<file path="src/design/usvg_pkg.sv">
// shared types, constants and arithmetic helpers of the uv sphere vertex generator
package usvg_pkg;

   localparam int QUO_BITS    = 17;
   localparam int COUNT_BITS  = 10;
   localparam int POST_STAGES = 4;
   localparam int CSR_BITS    = 3;
   localparam int ATAN_ENTRIES = 24;

   localparam logic [CSR_BITS-1:0] CSR_CENTER_X    = 3'd0;
   localparam logic [CSR_BITS-1:0] CSR_CENTER_Y    = 3'd1;
   localparam logic [CSR_BITS-1:0] CSR_CENTER_Z    = 3'd2;
   localparam logic [CSR_BITS-1:0] CSR_RADIUS      = 3'd3;
   localparam logic [CSR_BITS-1:0] CSR_RING_COUNT  = 3'd4;
   localparam logic [CSR_BITS-1:0] CSR_SLICE_COUNT = 3'd5;

   localparam logic signed [33:0] CORDIC_X0 = 34'sd652032874;
   localparam logic signed [15:0] ONE_Q14   = 16'sd16384;

   typedef struct packed {
      logic              flip;
      logic signed [33:0] x;
      logic signed [33:0] y;
      logic signed [33:0] z;
   } cordic_type;

   function automatic logic signed [33:0] atan_turns(input int stage);
      logic signed [33:0] a;
      case (stage)
         0:  a = 34'sd536870912;
         1:  a = 34'sd316933406;
         2:  a = 34'sd167458907;
         3:  a = 34'sd85004756;
         4:  a = 34'sd42667331;
         5:  a = 34'sd21354465;
         6:  a = 34'sd10679838;
         7:  a = 34'sd5340245;
         8:  a = 34'sd2670163;
         9:  a = 34'sd1335086;
         10: a = 34'sd667544;
         11: a = 34'sd333772;
         12: a = 34'sd166886;
         13: a = 34'sd83443;
         14: a = 34'sd41722;
         15: a = 34'sd20861;
         16: a = 34'sd10430;
         17: a = 34'sd5215;
         18: a = 34'sd2608;
         19: a = 34'sd1304;
         20: a = 34'sd652;
         21: a = 34'sd326;
         22: a = 34'sd163;
         23: a = 34'sd81;
         default: a = 34'sd0;
      endcase
      return a;
   endfunction

   function automatic logic signed [15:0] to_q14(input logic signed [33:0] v);
      logic signed [33:0] s;
      s = (v + 34'sd32768) >>> 16;
      if (s > 34'sd16384) begin
         return ONE_Q14;
      end else if (s < -34'sd16384) begin
         return -ONE_Q14;
      end else begin
         return s[15:0];
      end
   endfunction

endpackage

</file>
<file path="src/design/usvg_div_cell.sv">
// one restoring division step with its registered remainder, dividend and quotient bits
module usvg_div_cell #(
   parameter int IndexBits = 10
) (
   input  logic                        clock,
   input  logic                        enable,
   input  logic [IndexBits-1:0]        cnt,
   input  logic [IndexBits-1:0]        rem_in,
   input  logic [usvg_pkg::QUO_BITS-1:0] num_in,
   input  logic [usvg_pkg::QUO_BITS-1:0] quo_in,
   output logic [IndexBits-1:0]        rem_out,
   output logic [usvg_pkg::QUO_BITS-1:0] num_out,
   output logic [usvg_pkg::QUO_BITS-1:0] quo_out
);
   import usvg_pkg::*;

   logic [IndexBits:0]   trial;
   logic                 ge;
   logic [IndexBits:0]   diff;
   logic [IndexBits-1:0] rem_in_next;
   logic [IndexBits-1:0] rem_ff;
   logic [QUO_BITS-1:0]  num_ff;
   logic [QUO_BITS-1:0]  quo_ff;

   always_comb begin
      trial       = {rem_in, num_in[QUO_BITS-1]};
      ge          = trial >= {1'b0, cnt};
      diff        = trial - {1'b0, cnt};
      rem_in_next = ge ? diff[IndexBits-1:0] : trial[IndexBits-1:0];
   end

   always_ff @(posedge clock) begin
      if (enable) begin
         rem_ff <= rem_in_next;
         num_ff <= {num_in[QUO_BITS-2:0], 1'b0};
         quo_ff <= {quo_in[QUO_BITS-2:0], ge};
      end
   end

   assign rem_out = rem_ff;
   assign num_out = num_ff;
   assign quo_out = quo_ff;
endmodule

</file>
<file path="config.mk">
export PLATFORM = sky130hd
export DESIGN_NAME = usvg_div_cell
export DESIGN_NICKNAME = d
export VERILOG_FILES = /design/src/design/usvg_pkg.sv /design/src/design/usvg_div_cell.sv
export SDC_FILE = /design/constraint.sdc
export NUM_CORES = 1
export LEC_CHECK = 0
export BUFFER_PORTS_ARGS = -buffer_cell sky130_fd_sc_hd__buf_2
export CELL_PAD_IN_SITES_DETAIL_PLACEMENT = 1
export CELL_PAD_IN_SITES_GLOBAL_PLACEMENT = 2
export CORE_ASPECT_RATIO = 1.5
export CORE_UTILIZATION = 30
export DETAILED_ROUTE_END_ITERATION = 8
export PLACE_DENSITY_LB_ADDON = 0.05
export REMOVE_ABC_BUFFERS = 1
export SLEW_MARGIN = 30
export SYNTH_ARGS = -nofsm -noshare
export SYNTH_HDL_FRONTEND = slang
export SYNTH_SLANG_ARGS = --single-unit
export TNS_END_PERCENT = 100
</file>
<file path="constraint.sdc">
create_clock -name clock -period 3.9 [get_ports clock]
set_input_delay 0.195 -clock clock [delete_from_list [all_inputs] [get_ports clock]]
set_output_delay 0.195 -clock clock [all_outputs]
set_load 0.03 [all_outputs]
</file>
==> impl_results.md <==
* Status: complete, no violations
* DRT Pass-1 Iters at 4
* CTS H-Tree Depth at 2
* Post-DP HPWL at 3450 um
* CTS hold repair buffers at 0
* Routability congestion estimate at 0.665
* Filler cells at 698
* Global routing usage on met1 at 0.144
* Hold path cells at 1
* Drt first-iter violations at 130
* Logic pwr share at 0.254
* Via Count at 1346
* Maximum vdd drop at 0.000142 V
* Mapped cell area at 1930 um^2
* Max-Cap Viols at 0
* Clock Power Share at 0.236
* Startpoint types: input pin
* WL final at 4220 um
* Die ar. at 6750 um^2
* Core Region at 6170 um^2
* Largest net degree at the start of global routing at 44
* Cell Rows at 35
* Critical Path AT at 2.05 ns
* Clock Path Buffers at 2
* DRC Markers at 0
* Final setup vio count at 0
* Congestion Overflow GR at 0
* First-pass GRT wire length at 6560 um
* Clk pin slew, worst setup/hold paths at 0.08 ns
* Met3 Use GR at 0.0307
* PortBufs at 97
* TritonCTS clock tree: yes
* Initial antenna violation count at 0
* Register area share after synthesis at 0.671
* Setup TNS at 0 ns
* Worst-margin pin slew at 0.546 ns
* Vias in the first global route at 1372
* Mapped Cells at 120
* TritonCTS buffer count at 5
* Post-CTS setup buffer count at 0
* Int Pwr at 0.000794 W
* Wire length per cell at 14.2 um
* Sw Pwr at 0.000324 W
* Max Clk Rate at 497 MHz
* Mapped Avg Cell Area at 16.0 um^2
* Crit path capture type: flop
* Yosys Warn Count at 0
* Min Hold Slack at 0.0798 ns
* I/O pin cnt at 100
* CTS root buf: clkbuf_8
* ANT nets after route at 0
* Layout cells sized above 1 at 0.513
* Synthesized flop and latch total at 43
* Post_cts resized at 0
* Worst hold path startpoint: num_in[9]
* Hold Crit Class: in -> reg
* Leak pwr at 1.17 nW
* Setup CP Type: in -> reg
* Sw Ratio at 0.290
* Worst Path Required at 3.94 ns
* Unrepaired setup endpoints after global routing: false
* Slew headroom at 0.636
* Fin crit period at 2.01 ns
* Pins Over Slew Limit at 0
* Hold Path Sink: num_out[10]$_DFFE_PP_
* GR Util met2 at 0.235
* Post-DR vias/cell at 4.52
* Maximum fanout along the worst path at 3
* Nets@finish at 290
* Initial Util at 0.312
* N_diodes at 0
* Final count of hold timing violations at 0
* Sequential fraction of design power at 0.511
* Synth cell types at 34
* Global-route usage over all layers at 0.132
* CTS sink cnt at 43
* Power per Cell Area at 434 nW/um^2
* Final worst path period share at 0.516
* Die Span Y at 100 um
* Layer with the highest usage: met2
* Synth-to-Final Area Change at 34.0%
* Die X at 67.4 um
flip-flops by register name, summed over array words and instances (netlist names):
signal   cells
quo_out     17
num_out     16
rem_out     10
through the flow:
step,cell area [um^2],cells,util,total power [W],worst slack (ns)
6_report,2580,298,0.418,0.00112,1.89
3_5_place_dp,2500,290,0.404,0.000871,1.54
4_1_cts,2580,298,0.417,0.00114,1.85
3_3_place_gp,2500,290,0.404,0.000864,1.53
5_1_grt,2580,298,0.418,0.00118,1.64
2_1_floorplan,1920,119,-,0.000775,1.85
critical path: stages:
cell and delay, ns:
buf_2 0.09, inv_1 0.06, ha_1 0.16, inv_1 0.05
fa_1 0.42, a211oi_1 0.27, o21bai_1 0.15, a221oi_1 0.31
xnor2_1 0.10, mux2_4 0.26
power groups by stage:
stage / combinational, W / sequential [W] / clock [W]
floorplan: 0.0000978 / 0.000677 / 0
global placement: 0.000283 / 0.000581 / 0
detailed placement: 0.000288 / 0.000583 / 0
CTS: 0.000289 / 0.000573 / 0.000277
global route: 0.000307 / 0.000577 / 0.000293
finish: 0.000284 / 0.000571 / 0.000264
worst max path at each step:
stage,startpoint,to,slack [ns]
5_1_grt,num_in[16],rem_out[8]$_DFFE_PP_,1.64
3_3_place_gp,num_in[16],rem_out[8]$_DFFE_PP_,1.53
6_report,num_in[16],rem_out[8]$_DFFE_PP_,1.89
2_1_floorplan,num_in[16],rem_out[8]$_DFFE_PP_,1.85
3_5_place_dp,num_in[16],rem_out[8]$_DFFE_PP_,1.54
4_1_cts,num_in[16],rem_out[8]$_DFFE_PP_,1.85
Yosys cell counts (all sizes together):
| cell type | instances | share of area |
|---|---|---|
| conb | 1 | 0.0019 |
| inv | 13 | 0.027 |
| o21bai | 1 | 0.0039 |
| xnor2 | 5 | 0.023 |
| mux2 | 8 | 0.060 |
| ha | 10 | 0.065 |
| nor4 | 2 | 0.0065 |
| a221oi | 1 | 0.0045 |
| mux2i | 1 | 0.0052 |
| o21ai | 2 | 0.0052 |
| xor2 | 2 | 0.0091 |
| buf | 1 | 0.0039 |
| o31a | 1 | 0.0045 |
| a2111oi | 1 | 0.0078 |
| o21a | 2 | 0.012 |
| a211oi | 2 | 0.014 |
| nand2b | 1 | 0.0033 |
| nand3 | 2 | 0.0078 |
| nand2 | 5 | 0.0097 |
| o211ai | 1 | 0.0039 |
| nor2 | 3 | 0.0058 |
| edfxtp | 43 | 0.67 |
| o31ai | 1 | 0.0039 |
| a21o | 2 | 0.0078 |
| and3 | 1 | 0.0033 |
| a21oi | 5 | 0.013 |
| nand3b | 1 | 0.0039 |
| fa | 1 | 0.010 |
| nor2b | 1 | 0.0033 |
metal layers:
metal  vias to the layer above  share of wire
met2                        57           0.54
met4                         0          0.017
met3                         6          0.081
met1                       637           0.36
met5                         -              0
li1                        646              -
kinds of logic after synthesis:
family,synth area share
adders and majority gates,0.0754
AOI/OAI and AO/OA,0.0806
and+or+nand+nor,0.0435
xor gates and xnor gates,0.0318
other,0.00195
DFF,0.671
buffers and inverters,0.0305
muxes,0.0656
cells in the final DEF (no fill, tap or decap), drive strengths merged:
cell type	Yosys	final
a2111oi	1	1
a211oi	2	2
a21o	2	2
a21oi	5	5
a221oi	1	1
and3	1	1
buf	1	97
clkbuf	0	7
clkinv	0	1
conb	1	1
edfxtp	43	43
fa	1	1
ha	10	10
inv	13	13
mux2	8	8
mux2i	1	1
nand2	5	5
nand2b	1	1
nand3	2	2
nand3b	1	1
nor2	3	3
nor2b	1	1
nor4	2	2
o211ai	1	1
o21a	2	2
o21ai	2	2
o21bai	1	1
o31a	1	1
o31ai	1	1
xnor2	5	5
xor2	2	2
cell type report:
type / count / area (um^2) / area share
flip-flops and latches: 43 / 1290 / 0.500
well taps: 74 / 92.6 / 0.0359
multi-input cells: 63 / 576 / 0.223
clock inverters: 1 / 5.00 / 0.00194
repair buffers: 97 / 488 / 0.189
inverters: 13 / 51.3 / 0.0199
clock buffers: 7 / 76.3 / 0.0296
(Power assumes the default switching activity.)
